$ cat config.mk
export PLATFORM = sky130hd
export DESIGN_NAME = base64_codec
export DESIGN_NICKNAME = d
export VERILOG_FILES = /design/src/rtl/core/b64_pkg.sv /design/src/rtl/core/b64_front.sv /design/src/rtl/core/b64_queue.sv /design/src/rtl/core/b64_back.sv /design/src/rtl/core/base64_codec.sv
export SDC_FILE = /design/constraint.sdc
export NUM_CORES = 1
export LEC_CHECK = 0
export BUFFER_PORTS_ARGS = -buffer_cell sky130_fd_sc_hd__clkbuf_2
export CORE_MARGIN = 4
export CORE_UTILIZATION = 33
export CTS_CLUSTER_SIZE = 30
export DETAILED_ROUTE_END_ITERATION = 12
export PLACE_DENSITY_LB_ADDON = 0.15
export SETUP_SLACK_MARGIN = 0.1
export SLEW_MARGIN = 0
export SYNTH_ARGS = -nofsm -noshare
export SYNTH_HDL_FRONTEND = slang
export SYNTH_SLANG_ARGS = --single-unit
export TNS_END_PERCENT = 5
$ cat constraint.sdc
create_clock -name clk -period 6.33 [get_ports clk]
set_input_delay 0.633 -clock clk [delete_from_list [all_inputs] [get_ports clk]]
set_output_delay 0.633 -clock clk [all_outputs]
set_load 0.05 [all_outputs]
$ cat src/rtl/core/b64_pkg.sv
package b64_pkg;

	localparam int Q_DEPTH = 4;
	localparam int Q_PTR_W = $clog2(Q_DEPTH);
	localparam int Q_CNT_W = $clog2(Q_DEPTH + 1);

	localparam logic [7:0] PAD_CHAR = 8'h3D;

	localparam logic DIR_ENCODE = 1'b0;
	localparam logic DIR_DECODE = 1'b1;

	// One queued job: up to four result words for one input item.
	typedef struct packed {
		logic [3:0][7:0] chars;
		logic [1:0]      last_idx;
		logic            msg_last;
	} job_t;

	typedef struct packed {
		logic       ok;
		logic [5:0] value;
	} sextet_t;

	function automatic logic [7:0] enc_char(input logic [5:0] s);
		logic [7:0] s8;
		s8 = {2'b00, s};
		if (s < 6'd26)      return s8 + 8'd65;
		else if (s < 6'd52) return s8 + 8'd71;  // 'a' - 26
		else if (s < 6'd62) return s8 - 8'd4;   // '0' - 52
		else if (s == 6'd62) return 8'h2B;
		else                 return 8'h2F;
	endfunction

	function automatic sextet_t dec_char(input logic [7:0] c);
		sextet_t r;
		logic [7:0] d;
		r = '0;
		d = '0;
		if (c >= 8'h41 && c <= 8'h5A) begin
			d = c - 8'h41;
			r.ok = 1'b1;
		end else if (c >= 8'h61 && c <= 8'h7A) begin
			d = c - 8'h47;  // 'a' - 26
			r.ok = 1'b1;
		end else if (c >= 8'h30 && c <= 8'h39) begin
			d = c + 8'd4;   // '0' - 52
			r.ok = 1'b1;
		end else if (c == 8'h2B) begin
			d = 8'd62;
			r.ok = 1'b1;
		end else if (c == 8'h2F) begin
			d = 8'd63;
			r.ok = 1'b1;
		end
		r.value = d[5:0];
		return r;
	endfunction

endpackage

$ cat src/rtl/core/b64_front.sv
module b64_front (
	input  logic          clk,
	input  logic          arst_n,
	input  logic          in_valid,
	output logic          in_ready,
	input  logic [7:0]    byte_value,
	input  logic          has_byte,
	input  logic          is_last,
	input  logic          cfg_valid,
	output logic          cfg_ready,
	input  logic          direction,
	input  logic          q_full,
	output logic          push,
	output b64_pkg::job_t push_job
);
	import b64_pkg::*;

	logic       dir_q;
	logic [5:0] bits_q;
	logic [2:0] cnt_q;
	logic [1:0] phase_q;
	logic       halt_q;

	logic [5:0] bits_d;
	logic [2:0] cnt_d;
	logic [1:0] phase_d;
	logic       halt_d;
	logic [2:0] n;
	logic [3:0][7:0] slot;
	sextet_t    sx;
	logic       accept;

	assign in_ready  = !q_full;
	assign cfg_ready = 1'b1;
	assign accept    = in_valid && in_ready;

	always_comb begin
		bits_d  = bits_q;
		cnt_d   = cnt_q;
		phase_d = phase_q;
		halt_d  = halt_q;
		n       = 3'd0;
		slot    = '0;
		sx      = dec_char(byte_value);
		if (dir_q == DIR_ENCODE) begin
			if (has_byte) begin
				case (cnt_q)
					3'd0: begin
						slot[0] = enc_char(byte_value[7:2]);
						n       = 3'd1;
						bits_d  = {4'b0, byte_value[1:0]};
						cnt_d   = 3'd2;
					end
					3'd2: begin
						slot[0] = enc_char({bits_q[1:0], byte_value[7:4]});
						n       = 3'd1;
						bits_d  = {2'b0, byte_value[3:0]};
						cnt_d   = 3'd4;
					end
					default: begin
						slot[0] = enc_char({bits_q[3:0], byte_value[7:6]});
						slot[1] = enc_char(byte_value[5:0]);
						n       = 3'd2;
						bits_d  = '0;
						cnt_d   = 3'd0;
					end
				endcase
				phase_d = phase_q + n[1:0];
			end
			if (is_last) begin
				// flush leftover bits, zero-filled on the right
				if (cnt_d == 3'd2) begin
					slot[n[1:0]] = enc_char({bits_d[1:0], 4'b0});
					n            = n + 3'd1;
					phase_d      = phase_d + 2'd1;
				end else if (cnt_d == 3'd4) begin
					slot[n[1:0]] = enc_char({bits_d[3:0], 2'b0});
					n            = n + 3'd1;
					phase_d      = phase_d + 2'd1;
				end
				for (int i = 0; i < 3; i++) begin
					if (phase_d != 2'd0 && n < 3'd4) begin
						slot[n[1:0]] = PAD_CHAR;
						n            = n + 3'd1;
						phase_d      = phase_d + 2'd1;
					end
				end
				bits_d  = '0;
				cnt_d   = '0;
				phase_d = '0;
				halt_d  = 1'b0;
			end
		end else begin
			if (has_byte && !halt_q) begin
				if (sx.ok) begin
					case (cnt_q)
						3'd0: begin
							bits_d = sx.value;
							cnt_d  = 3'd6;
						end
						3'd6: begin
							slot[0] = {bits_q, sx.value[5:4]};
							n       = 3'd1;
							bits_d  = {2'b0, sx.value[3:0]};
							cnt_d   = 3'd4;
						end
						3'd4: begin
							slot[0] = {bits_q[3:0], sx.value[5:2]};
							n       = 3'd1;
							bits_d  = {4'b0, sx.value[1:0]};
							cnt_d   = 3'd2;
						end
						default: begin
							slot[0] = {bits_q[1:0], sx.value};
							n       = 3'd1;
							bits_d  = '0;
							cnt_d   = 3'd0;
						end
					endcase
				end else if (byte_value == PAD_CHAR) begin
					halt_d = 1'b1;
				end
			end
			if (is_last) begin
				bits_d  = '0;
				cnt_d   = '0;
				phase_d = '0;
				halt_d  = 1'b0;
			end
		end
	end

	assign push              = accept && (n != 3'd0);
	assign push_job.chars    = slot;
	assign push_job.last_idx = 2'(n - 3'd1);
	assign push_job.msg_last = is_last;

	always_ff @(posedge clk or negedge arst_n) begin
		if (!arst_n) begin
			dir_q   <= DIR_ENCODE;
			bits_q  <= '0;
			cnt_q   <= '0;
			phase_q <= '0;
			halt_q  <= 1'b0;
		end else if (cfg_valid && cfg_ready) begin
			dir_q   <= direction;
			bits_q  <= '0;
			cnt_q   <= '0;
			phase_q <= '0;
			halt_q  <= 1'b0;
		end else if (accept) begin
			bits_q  <= bits_d;
			cnt_q   <= cnt_d;
			phase_q <= phase_d;
			halt_q  <= halt_d;
		end
	end

endmodule

$ cat src/rtl/core/b64_queue.sv
module b64_queue (
	input  logic          clk,
	input  logic          arst_n,
	input  logic          push,
	input  b64_pkg::job_t push_job,
	output logic          full,
	input  logic          pop,
	output logic          head_valid,
	output b64_pkg::job_t head_job
);
	import b64_pkg::*;

	job_t                 mem_q [Q_DEPTH];
	logic [Q_PTR_W-1:0]   wr_ptr_q;
	logic [Q_PTR_W-1:0]   rd_ptr_q;
	logic [Q_CNT_W-1:0]   cnt_q;
	logic                 do_push;
	logic                 do_pop;

	assign full       = (cnt_q == Q_CNT_W'(Q_DEPTH));
	assign head_valid = (cnt_q != '0);
	assign head_job   = mem_q[rd_ptr_q];
	assign do_push    = push && !full;
	assign do_pop     = pop && head_valid;

	function automatic logic [Q_PTR_W-1:0] ptr_inc(input logic [Q_PTR_W-1:0] p);
		return (p == Q_PTR_W'(Q_DEPTH - 1)) ? '0 : p + Q_PTR_W'(1);
	endfunction

	always_ff @(posedge clk) begin
		if (do_push) begin
			mem_q[wr_ptr_q] <= push_job;
		end
	end

	always_ff @(posedge clk or negedge arst_n) begin
		if (!arst_n) begin
			wr_ptr_q <= '0;
			rd_ptr_q <= '0;
			cnt_q    <= '0;
		end else begin
			if (do_push) wr_ptr_q <= ptr_inc(wr_ptr_q);
			if (do_pop)  rd_ptr_q <= ptr_inc(rd_ptr_q);
			if (do_push && !do_pop)      cnt_q <= cnt_q + Q_CNT_W'(1);
			else if (do_pop && !do_push) cnt_q <= cnt_q - Q_CNT_W'(1);
		end
	end

endmodule

$ cat src/rtl/core/b64_back.sv
module b64_back (
	input  logic          clk,
	input  logic          arst_n,
	input  logic          head_valid,
	input  b64_pkg::job_t head_job,
	output logic          pop,
	output logic          out_valid,
	input  logic          out_ready,
	output logic [7:0]    out_byte,
	output logic          run_last,
	output logic          message_last
);
	import b64_pkg::*;

	logic [1:0] idx_q;
	logic       out_valid_q;
	logic [7:0] out_byte_q;
	logic       run_last_q;
	logic       msg_last_q;
	logic       load;
	logic       at_end;

	assign load   = head_valid && (!out_valid_q || out_ready);
	assign at_end = (idx_q == head_job.last_idx);
	assign pop    = load && at_end;

	always_ff @(posedge clk or negedge arst_n) begin
		if (!arst_n) begin
			idx_q       <= '0;
			out_valid_q <= 1'b0;
		end else if (load) begin
			idx_q       <= at_end ? 2'd0 : idx_q + 2'd1;
			out_valid_q <= 1'b1;
		end else if (out_ready) begin
			out_valid_q <= 1'b0;
		end
	end

	always_ff @(posedge clk) begin
		if (load) begin
			out_byte_q <= head_job.chars[idx_q];
			run_last_q <= at_end;
			msg_last_q <= at_end && head_job.msg_last;
		end
	end

	assign out_valid    = out_valid_q;
	assign out_byte     = out_byte_q;
	assign run_last     = run_last_q;
	assign message_last = msg_last_q;

endmodule

$ cat src/rtl/core/base64_codec.sv
// Each result word passes through the job queue and then the output register.
// One result word per cycle leaves the output register while out_ready is high;
// encoding gives 4 characters per 3 bytes on long runs, at most 2 per byte that
// is not the last and up to 4 per closing item; decoding at most 1 per item.
// Input is taken every cycle while the four-entry job queue has room.
// Reset (arst_n low, asynchronous) selects encode and clears the bit store,
// character phase, pad halt, queue and output valid flag.
module base64_codec (
	input  logic       clk,
	input  logic       arst_n,
	input  logic       in_valid,
	output logic       in_ready,
	input  logic [7:0] byte_value,
	input  logic       has_byte,
	input  logic       is_last,
	output logic       out_valid,
	input  logic       out_ready,
	output logic [7:0] out_byte,
	output logic       run_last,
	output logic       message_last,
	input  logic       cfg_valid,
	output logic       cfg_ready,
	input  logic       direction
);
	import b64_pkg::*;

	logic push;
	job_t push_job;
	logic q_full;
	logic pop;
	logic head_valid;
	job_t head_job;

	b64_front u_front (
		.clk        (clk),
		.arst_n     (arst_n),
		.in_valid   (in_valid),
		.in_ready   (in_ready),
		.byte_value (byte_value),
		.has_byte   (has_byte),
		.is_last    (is_last),
		.cfg_valid  (cfg_valid),
		.cfg_ready  (cfg_ready),
		.direction  (direction),
		.q_full     (q_full),
		.push       (push),
		.push_job   (push_job)
	);

	b64_queue u_queue (
		.clk        (clk),
		.arst_n     (arst_n),
		.push       (push),
		.push_job   (push_job),
		.full       (q_full),
		.pop        (pop),
		.head_valid (head_valid),
		.head_job   (head_job)
	);

	b64_back u_back (
		.clk          (clk),
		.arst_n       (arst_n),
		.head_valid   (head_valid),
		.head_job     (head_job),
		.pop          (pop),
		.out_valid    (out_valid),
		.out_ready    (out_ready),
		.out_byte     (out_byte),
		.run_last     (run_last),
		.message_last (message_last)
	);

endmodule

# After elaboration in Yosys (flattened, before gate mapping)
# Memories as Yosys holds them, arrays and structs flattened.
# Cells that the tools add are included.
# Widths: inputs -> output; s select.
[op_classes]
n_bitwise = 9
n_mux = 149
n_div = 0
n_addsub = 35
magnitude_cmp = 36
n_eq_ne = 20
reduce_logical = 44
mul = 0
n_shift = 0
[ops]
columns = ["cell", "n"]
rows = [
  ["$mux 32", 12],
  ["$mux 8", 34],
  ["$mux 3", 34],
  ["$add 6x7->8 const B", 12],
  ["$mux 6", 14],
  ["$lt 6x6->1 const B", 12],
  ["$bwmux 32", 2],
  ["$demux 8 s2", 4],
  ["$or 20x20->20", 3],
  ["$mux 2", 21],
  ["$sub 6x3->7 const B", 6],
  ["$and 12x12->12", 3],
  ["$lt 6x5->1 const B", 6],
  ["$not 12->12", 3],
  ["$mux 16", 2],
  ["$eq 6x6->1 const B", 4],
  ["$eq 8x6->1 const B", 3],
  ["$mux 24", 1],
  ["$pmux 8 s3", 1],
  ["$logic_and 1x1->1", 20],
  ["$mux 1", 18],
  ["$pmux 6 s3", 1],
  ["$bmux 8 s2", 1],
  ["$ge 8x7->1 const B", 2],
  ["other kinds (35)", 74],
]
[word_totals]
latchBits = 0
ram_bits = 140
memories = 1
reg_bits = 33
word_cells = 308
romBits = 0
output_inout_bits = 13
[mem_list]
columns = ["name", "words", "width", "read_ports", "rd_ports_with_merged_regs", "wr", "line", "text"]
rows = [
  ["u_queue.mem_q", 4, 35, 1, 0, 1, "b64_queue.sv:13", "job_t mem_q [Q_DEPTH];"],
]

# Longest topological paths before layout
# Gate-level depths: netlist of run 1.
[depth]
ltp_word = 35
depth_mapped = 27
depth_no_buf = 24

# By module
# A second synthesis of run 1 with hierarchy kept.
[unflattened]
hier_cells = 931
area_unflattened_um2 = 10993.0
[by_module_without_submodules]
columns = ["module", "seq_area_each_um2", "area_each_um2", "n_inst", "cells_each"]
rows = [
  ["b64_queue", 4379.2, 5565.3, 1, 220],
  ["b64_front", 325.3, 4739.5, 1, 671],
  ["b64_back", 375.4, 688.2, 1, 40],
]

# Worst setup path after synthesis of run 1
# Ideal clock, no wire load.
[synth_path]
path_kind = "reg2reg"
startpoint = "reg u_front.cnt_q[0]"
endpoint = "reg u_queue.cnt_q[1]"
t_arrival_ns = 5.004
stages_incl_launch_ff = 25
path_slack_ns = 1.201
required_ns = 6.205
n_path_buf = 3
cell_sequence = "dfrtp_1 buf_6 or2_1 buf_2 inv_2 buf_4 ha_1 mux2_2 a211oi_2 xnor3_1 ha_1 inv_1 nand2_1 o31a_1 o21ai_1 nor2_1 xnor2_1 a221oi_1 ha_1 inv_1 o21a_4 ha_1 inv_1 fa_1 mux2_2"
[synth_via]
elab_chain_len = 34
elab_cells_between_ends = 66
classes_between = "add/sub (8); order compare (3); eq/ne (3); mux (37); reduce/logical (15)"
[synth_lines]
columns = ["item", "line", "text"]
rows = [
  ["start, declared", "b64_front.sv:20", "logic [2:0] cnt_q;"],
  ["start signal, assigned", "b64_front.sv:153", "cnt_q <= cnt_d;"],
  ["$eq 3x2->1 / $logic_not 3->1 (equally long branches)", "b64_front.sv:47, b64_front.sv:96", ""],
  ["$reduce_or 2->1 (no source line)", "n/a", ""],
  ["$mux 2", "b64_front.sv:47", "case (cnt_q)"],
  ["$mux 3", "b64_front.sv:46", "if (has_byte) begin"],
  ["$mux 3", "b64_front.sv:45", "if (dir_q == DIR_ENCODE) begin"],
  ["$add 2x2->2", "b64_front.sv:68", "phase_d = phase_q + n[1:0];"],
  ["$mux 2", "b64_front.sv:46", ""],
  ["$mux 2", "b64_front.sv:45", ""],
  ["[... 19 more ...]", "n/a", ""],
  ["$mux 3 *", "b64_front.sv:45", ""],
  ["$reduce_bool 3->1 *", "b64_front.sv:133", "assign push = accept && (n != 3'd0);"],
  ["$logic_and 1x1->1 *", "b64_front.sv:133", ""],
  ["$logic_and 1x1->1 *", "b64_queue.sv:23", "assign do_push = push && !full;"],
  ["via u_queue.do_push", "b64_queue.sv:17", "logic do_push;"],
  ["$logic_not 1->1", "b64_queue.sv:45", "else if (do_pop && !do_push) cnt_q <= cnt_q - Q_CNT_W'(1);"],
  ["$logic_and 1x1->1", "b64_queue.sv:45", ""],
  ["$reduce_bool 2->1 (no source line)", "n/a", ""],
  ["end signal, assigned", "b64_queue.sv:44", "if (do_push && !do_pop) cnt_q <= cnt_q + Q_CNT_W'(1);"],
  ["end signal, assigned", "b64_queue.sv:45", ""],
  ["end, declared", "b64_queue.sv:16", "logic [Q_CNT_W-1:0] cnt_q;"],
]
# Mark *: on every way through the listed nets, which the timed path passes. The rest lies on a longest branch. The select of a mux whose other input is x is not followed.
# A chain may end at the register's enable or synchronous reset.

# Worst setup path after layout of run 1
# Same ends and word-level chain as after synthesis.

==> impl_summary.log, run 1 <==
[metrics] Avg Inst Size Synth: 11.26 um^2
[metrics] die extent in x: 186.8 um
[metrics] post-layout min period: 5.514 ns
[metrics] worst clock skew on the final layout: 0.01663 ns
[metrics] areal power density over the cells: 353.9 mW/mm^2
[metrics] Most Frequent Cell on Critical Path: sky130_fd_sc_hd__ha_1
[metrics] Die ar.: 0.03491 mm^2
[metrics] starting density of the core: 33.45%
[metrics] number of clock sinks seen by CTS: 173
[metrics] Worst Path Required: 6.64 ns
[metrics] filler cell count in the final layout: 3102
[metrics] category of the worst setup path launch point: register
[metrics] Total Wirelength: 29260 um
[metrics] share of async-settable or async-resettable flops after synthesis: 13.29%
[metrics] core area: 0.03156 mm^2
[metrics] vias in the first global route: 7685
[metrics] final setup violation count: 0
[metrics] slowest cell on the critical path: sky130_fd_sc_hd__a221oi_1
[metrics] Num CTS Buffers: 17
[metrics] period utilization: 87.11%
[metrics] non-filler cells in the finished layout: 1374
[metrics] Via Count: 7756
[metrics] maximum fanout along the worst path: 11
[metrics] result of the run: finished clean
[metrics] count of final hold-check violations: 0
[metrics] detailed-route wire length per cell: 21.30 um
[metrics] post-layout instance area: 0.01173 mm^2
[metrics] I/O Pins: 29
[metrics] top cell family by delay on the critical path: compound AO/OA/AOI/OAI gates
[metrics] Ant. Diodes: 0
[metrics] Port Buffer Count: 27
[metrics] Critical Path End Type: register
[metrics] Worst Tran Pin Value: 1.214 ns
[metrics] Placed Area: 0.01115 mm^2
[metrics] worst-case setup slack after placement: 0.8676 ns
[metrics] fraction of layout instances using a drive strength above 1: 15.74%
[metrics] unrepaired setup endpoints after global routing: false
[metrics] global-route usage over all layers: 16.41%
[metrics] total standard cell area after synthesis: 0.01055 mm^2
[metrics] total DRC errors in the routed layout: 0
[metrics] Rows: 65
[metrics] crit path DAT: 5.83 ns
[metrics] peak clock frequency supported by timing: 0.1814 GHz
[metrics] dominant synthesized flop cell: sky130_fd_sc_hd__edfxtp_1
[metrics] maximum number of pins on one net before global-route repair: 38
[metrics] final global-route overflow total: 0
[metrics] post-CTS resize count: 0
[metrics] sequential cell area fraction in the yosys report: 48.13%
[metrics] sequential standard cell area: 0.005081 mm^2
[metrics] multi-input logic area: 0.005145 mm^2
[metrics] EDFF count, synth: 150
[metrics] growth of design area from synthesis to finish: 11.16%
[metrics] dpl hpwl: 20500 um
[metrics] final number of max-transition violations: 0
[metrics] Pleak: 4.126 nW
[metrics] Worst-path clk slew: 0.08 ns
[metrics] delay of the slowest cell on the worst path: 0.59 ns
[metrics] class of the tightest hold or removal check: input pin to asynchronous set/reset pin
[metrics] CP cell instances: or2_1 -> inv_2 -> ha_1 -> mux2_2 -> a211oi_2 -> xnor3_1 -> ha_1 -> inv_1 -> nand2_1 -> o31a_1 -> o21ai_1 -> nor2_1 -> xnor2_1 -> a221oi_1 -> ha_1 -> inv_1 -> o21a_4 -> ha_1 -> inv_1 -> fa_1 -> mux2_2
[metrics] total number of H-tree levels: 4
[metrics] first-pass GRT wire length: 45430 um
[metrics] post-route antenna net violation count: 0
[metrics] antenna violations before repair: 0
[metrics] gate count after technology mapping: 937
[metrics] routed via count divided by cell count: 5.645
[metrics] chip height: 186.8 um
[metrics] Clk Tree Root Cell: sky130_fd_sc_hd__clkbuf_16
[metrics] number of warnings reported in the yosys synthesis log: 0
[metrics] hold-fix buffers at CTS: 0
[metrics] post-synthesis cell type count: 94
[metrics] clock latency on the worst-skew pair: 0.42 ns
[metrics] classification of the worst setup path: register to register
[metrics] worst setup slack after layout: 0.8159 ns
[metrics] Seq cells post-synth: 173
[metrics] worst-case headroom to the max-slew limit: 19.05%
[metrics] Placed Instances: 1342
[metrics] largest vdd supply drop: 0.1861 mV
[metrics] buffer depth of the longest clock path: 2
[metrics] CTS tree: yes
[metrics] Net count, final: 1017
[metrics] buffers and inverters on the worst path: 4
[metrics] total setup buffers inserted after CTS: 0
[metrics] Pre-antenna DRT Iters: 5
[metrics] total negative setup slack: 0 ns
[metrics] RePlAce Congestion: 0.9316
[metrics] Hold Worst Slack: 0.2235 ns
[metrics] number of maximum-capacitance constraint violations: 0
[metrics] First DRT Iteration DRCs: 776
worst paths after layout:
| kind | startpoint | end | slack, ns | depth (start not counted) |
|---|---|---|---|---|
| max in group asynchronous | arst_n | u_queue.rd_ptr_q[0] | 5.64 | 1 |
| worst min-delay path | arst_n | u_back.idx_q[0] | 0.22 | 1 |
| min in group clk | out_ready | u_back.out_valid | 0.41 | 2 |
| worst max register to register | u_front.cnt_q[0] | u_queue.cnt_q[1] | 0.82 | 21 |
| worst max-delay path | u_front.cnt_q[0] | u_queue.cnt_q[1] | 0.82 | 21 |
| worst min register to register | u_queue.cnt_q[2] | u_queue.cnt_q[2] | 0.49 | 1 |
where the power goes:
part / internal, mW / switching, mW / total (mW)
combinational: 0.608 / 0.873 / 1.48
sequential: 1.52 / 0.122 / 1.64
clock: 0.525 / 0.508 / 1.03
worst reg2reg max path: cells and delay by family, from the launching register on:
kind / cells / cell delay [ns]
fa+ha+maj: 5 / 1.45
compound gates: 5 / 1.63
simple gates: 3 / 0.48
flops: 1 / 0.38
xor+xnor: 2 / 0.45
mux: 2 / 0.62
buf+inv: 4 / 0.40
layer usage:
layer  track usage, %  part of all wire [%]  up-vias
met5                0                     0        -
met4            6.342                   3.2        0
met3            2.034                   4.3       58
met2            26.27                    47      250
met1            22.93                    46     3827
li1                 -                     -     3621
layout by cell type, fill, tap and decap left out, drive strengths merged, types with 21 or more instances in the layout:
master,count
clkbuf,44
ha,41
o21ai,50
nor2,65
nor3,28
a21oi,57
nand2,78
nand3,21
edfxtp,150
mux4,43
conb,25
inv,48
dfrtp,23
registers in the layout, indices dropped and copies added (netlist names), 2 cells and up:
name              cells
u_queue.wr_ptr_q      2
u_back.idx_q          2
u_front.cnt_q         3
u_queue.rd_ptr_q      2
u_queue.cnt_q         3
u_front.phase_q       2
u_front.bits_q        6
u_queue.mem_q       140
u_back.out_byte       8
Yosys cell counts, types with 5 or more instances:
library cell | count | area [um^2]
sky130_fd_sc_hd__a211oi_1 | 13 | 97.59
sky130_fd_sc_hd__a21o_1 | 12 | 90.09
sky130_fd_sc_hd__a21oi_1 | 57 | 285.3
sky130_fd_sc_hd__a221oi_1 | 7 | 61.31
sky130_fd_sc_hd__a311oi_1 | 6 | 52.55
sky130_fd_sc_hd__a31oi_1 | 10 | 62.56
sky130_fd_sc_hd__and2_1 | 18 | 112.6
sky130_fd_sc_hd__and3_1 | 5 | 31.28
sky130_fd_sc_hd__buf_1 | 6 | 22.52
sky130_fd_sc_hd__buf_2 | 6 | 30.03
sky130_fd_sc_hd__clkbuf_1 | 47 | 176.4
sky130_fd_sc_hd__dfrtp_1 | 23 | 575.6
sky130_fd_sc_hd__edfxtp_1 | 150 | 4504
sky130_fd_sc_hd__ha_1 | 41 | 513.0
sky130_fd_sc_hd__inv_1 | 38 | 142.6
sky130_fd_sc_hd__mux2_2 | 6 | 67.56
sky130_fd_sc_hd__mux2i_1 | 11 | 110.1
sky130_fd_sc_hd__mux4_2 | 43 | 968.4
sky130_fd_sc_hd__nand2_1 | 78 | 292.8
sky130_fd_sc_hd__nand2b_1 | 10 | 62.56
sky130_fd_sc_hd__nand3_1 | 21 | 105.1
sky130_fd_sc_hd__nand4_1 | 8 | 50.05
sky130_fd_sc_hd__nor2_1 | 65 | 244.0
sky130_fd_sc_hd__nor2b_1 | 6 | 37.54
sky130_fd_sc_hd__nor3_1 | 28 | 140.1
sky130_fd_sc_hd__nor4_1 | 8 | 50.05
sky130_fd_sc_hd__o211ai_1 | 8 | 60.06
sky130_fd_sc_hd__o21a_1 | 6 | 45.04
sky130_fd_sc_hd__o21ai_0 | 43 | 215.2
sky130_fd_sc_hd__o21ai_1 | 7 | 35.03
sky130_fd_sc_hd__o22ai_1 | 11 | 68.82
sky130_fd_sc_hd__o31ai_1 | 7 | 52.55
sky130_fd_sc_hd__xnor2_1 | 20 | 175.2
cell type report:
class                   instances  area share (%)
multi-input cells             682           43.86
flip-flops and latches        173           43.31
well taps                     402           4.288
clock buffers                  17           3.626
repair buffers                 43           2.282
inverters                      42           1.344
clock inverters                15           1.291
kinds of logic (layout without fill, tap and decap cells):
| kind of cell | after synthesis | count (layout) | synth area share [%] |
|---|---|---|---|
| buffers and inverters | 105 | 117 | 3.983 |
| adders and majority gates | 42 | 42 | 5.050 |
| other | 2 | 25 | 0.07116 |
| xor gates and xnor gates | 25 | 25 | 2.205 |
| and+or+nand+nor | 279 | 279 | 13.15 |
| muxes | 62 | 62 | 11.14 |
| AOI/OAI and AO/OA | 249 | 249 | 16.27 |
| DFF | 173 | 173 | 48.13 |
per-stage QoR:
stage	power (mW)	utilization [%]
2_1_floorplan	2.746	-
3_3_place_gp	3.165	35.35
3_5_place_dp	3.168	35.35
4_1_cts	4.199	37.18
5_1_grt	4.375	37.18
6_report	4.151	37.18
No activity file was read; power rests on OpenSTA's default activity.
==> run 2, diff against run 1 <==
Clock period 6.33 ns to 4.68 ns, I/O delays scaled along.
==> run 2 against run 1 <==
Against the previous run: critical path depth unchanged; via count is 1.2% higher; count of clock-buffer cells in the layout stayed put; total power up 39%; hold slack got worse by 0.17 ns; setup slack got worse by 0.64 ns; utilization grew 1.6 points; non-clock buffer count rose by 51; die area unchanged; global-route usage grew 0.70 points; clock power up 40%; first-iteration DRC count grew 4.3%; largest cell class unchanged; highest routed layer unchanged.
==> impl_summary.log, run 2 (synthesized netlist as in run 1, its figures left out) <==
[metrics] largest reg by FF count: u_queue.mem_q
[metrics] CTS tree: yes
[metrics] total number of H-tree levels: 4
[metrics] unrepaired setup endpoints after global routing: true
[metrics] routed via count divided by cell count: 5.507
[metrics] Clk Tree Root Cell: sky130_fd_sc_hd__clkbuf_16
[metrics] result of the run: finished clean
[metrics] Critical Path End Type: register
[metrics] fraction of layout instances using a drive strength above 1: 21.21%
[metrics] I/O Pins: 29
[metrics] worst-case headroom to the max-slew limit: 27.06%
[metrics] Rows: 65
[metrics] Pre-antenna DRT Iters: 5
[metrics] category of the worst setup path launch point: register
[metrics] Placed Area: 0.01156 mm^2
[metrics] number of maximum-capacitance constraint violations: 0
[metrics] Worst Path Required: 4.99 ns
[metrics] starting density of the core: 33.45%
[metrics] post-route antenna net violation count: 0
[metrics] maximum number of pins on one net before global-route repair: 36
[metrics] largest vdd supply drop: 0.2927 mV
[metrics] Worst Tran Pin Value: 1.080 ns
[metrics] Port Buffer Count: 27
[metrics] post-layout instance area: 0.01224 mm^2
[metrics] crit path DAT: 4.81 ns
[metrics] Die ar.: 0.03491 mm^2
[metrics] count of final hold-check violations: 0
[metrics] first-pass GRT wire length: 47100 um
[metrics] flip-flop count of the largest register, all copies and words added: 140
[metrics] hold-fix buffers at CTS: 0
[metrics] class of the tightest hold or removal check: input pin to asynchronous set/reset pin
[metrics] areal power density over the cells: 472.7 mW/mm^2
[metrics] length in cells of the worst reg-to-reg path: 21
[metrics] Worst-path clk slew: 0.08 ns
[metrics] RePlAce Congestion: 0.9352
[metrics] die extent in x: 186.8 um
[metrics] number of clock sinks seen by CTS: 173
[metrics] Pleak: 4.405 nW
[metrics] final setup violation count: 0
[metrics] reg-to-reg setup timing slack: 0.18 ns
[metrics] chip height: 186.8 um
[metrics] final number of max-transition violations: 0
[metrics] detailed-route wire length per cell: 21.10 um
[metrics] clock latency on the worst-skew pair: 0.43 ns
[metrics] total DRC errors in the routed layout: 0
[metrics] vias in the first global route: 7770
[metrics] dpl hpwl: 21570 um
[metrics] Total Wirelength: 30060 um
[metrics] period utilization: 96.16%
[metrics] Num CTS Buffers: 17
[metrics] core area: 0.03156 mm^2
[metrics] final global-route overflow total: 0
[metrics] growth of design area from synthesis to finish: 16.00%
[metrics] peak clock frequency supported by timing: 0.2222 GHz
[metrics] First DRT Iteration DRCs: 809
[metrics] global-route usage over all layers: 17.11%
[metrics] overall power consumption: 5.787 mW
[metrics] buffer depth of the longest clock path: 2
[metrics] antenna violations before repair: 0
[metrics] worst clock skew on the final layout: 0.02322 ns
[metrics] maximum fanout along the worst path: 4
[metrics] Net count, final: 1068
[metrics] classification of the worst setup path: register to register
[metrics] Via Count: 7848
[metrics] Ant. Diodes: 0
[metrics] commonest non-fill, non-tap cell in the layout: sky130_fd_sc_hd__edfxtp_1
[metrics] most frequent cells in the layout: sky130_fd_sc_hd__edfxtp_1 (150), sky130_fd_sc_hd__nand2_1 (78), sky130_fd_sc_hd__nor2_1 (64), sky130_fd_sc_hd__buf_4 (64), sky130_fd_sc_hd__a21oi_1 (56)
[metrics] post-layout min period: 4.500 ns
==> run 2: repair_timing <==
action,CTS,global route
cloned,0,0
resized for setup,0,10
setup endpoints to repair,1,64
pin swaps,2,7
setup buffers,3,4
==> run 2: area by class of cell <==
| class | instances | area, um^2 |
|---|---|---|
| well taps | 402 | 503.0 |
| flip-flops and latches | 173 | 5081 |
| clock buffers | 17 | 425.4 |
| clock inverters | 15 | 166.4 |
| fillers | 3051 | 19310 |
| repair buffers | 94 | 675.6 |
| inverters | 42 | 157.7 |
| multi-input cells | 682 | 5234 |
==> run 2: stage by stage <==
stage | instances | setup TNS, ns | setup slack [ns] | hold WS, ns | utilization (%)
after detailed placement | 1386 | -0.0006208 | -0.0006208 | 0.4792 | 36.64
after floorplan | 960 | -2.439 | -0.2600 | 0.1724 | -
final | 1425 | 0 | 0.1798 | 0.05016 | 38.80
after CTS | 1421 | 0 | 0.1141 | 0.06906 | 38.58
after global placement | 1386 | 0 | 0.1039 | 0.4778 | 36.64
after global routing | 1425 | -0.06025 | -0.06025 | 0.09943 | 38.80
==> run 2: critical path, stage by stage, from the launching register on <==
cell and delay (ns):
sky130_fd_sc_hd__dfrtp_1 0.38, sky130_fd_sc_hd__or2_4 0.25, sky130_fd_sc_hd__inv_2 0.07, sky130_fd_sc_hd__ha_4 0.20, sky130_fd_sc_hd__mux2_4 0.28, sky130_fd_sc_hd__a211oi_4 0.18, sky130_fd_sc_hd__xnor3_1 0.28, sky130_fd_sc_hd__ha_1 0.32
sky130_fd_sc_hd__inv_2 0.07, sky130_fd_sc_hd__nand2_1 0.04, sky130_fd_sc_hd__o31a_1 0.26, sky130_fd_sc_hd__o21ai_2 0.21, sky130_fd_sc_hd__nor2_4 0.06, sky130_fd_sc_hd__xnor2_1 0.13, sky130_fd_sc_hd__a221oi_2 0.32, sky130_fd_sc_hd__ha_2 0.21
sky130_fd_sc_hd__inv_1 0.04, sky130_fd_sc_hd__o21a_4 0.21, sky130_fd_sc_hd__ha_4 0.16, sky130_fd_sc_hd__inv_2 0.04, sky130_fd_sc_hd__fa_1 0.39, sky130_fd_sc_hd__mux2_2 0.27
==> run 2: metal layers <==
metal | track usage [%] | up-vias | routed length, um
li1 | - | 3720 | -
met1 | 24.70 | 3884 | 13950
met2 | 27.52 | 216 | 14430
met3 | 2.034 | 28 | 1169
met4 | 4.579 | 0 | 514
met5 | 0 | - | 0
==> run 2: worst paths after layout <==
check	start	to
worst min-delay path	arst_n	u_queue.wr_ptr_q[1]
worst max register to register	u_front.cnt_q[2]	u_queue.cnt_q[1]
worst min register to register	u_queue.cnt_q[2]	u_queue.cnt_q[2]
max in group asynchronous	arst_n	u_queue.rd_ptr_q[0]
worst max-delay path	u_front.cnt_q[2]	u_queue.cnt_q[1]
min in group clk	out_ready	u_back.out_valid
==> run 2: power by group <==
group	internal [mW]	total, mW	switching, mW
registers	2.05	2.22	0.176
logic	0.921	2.13	1.20
clock network	0.723	1.44	0.714
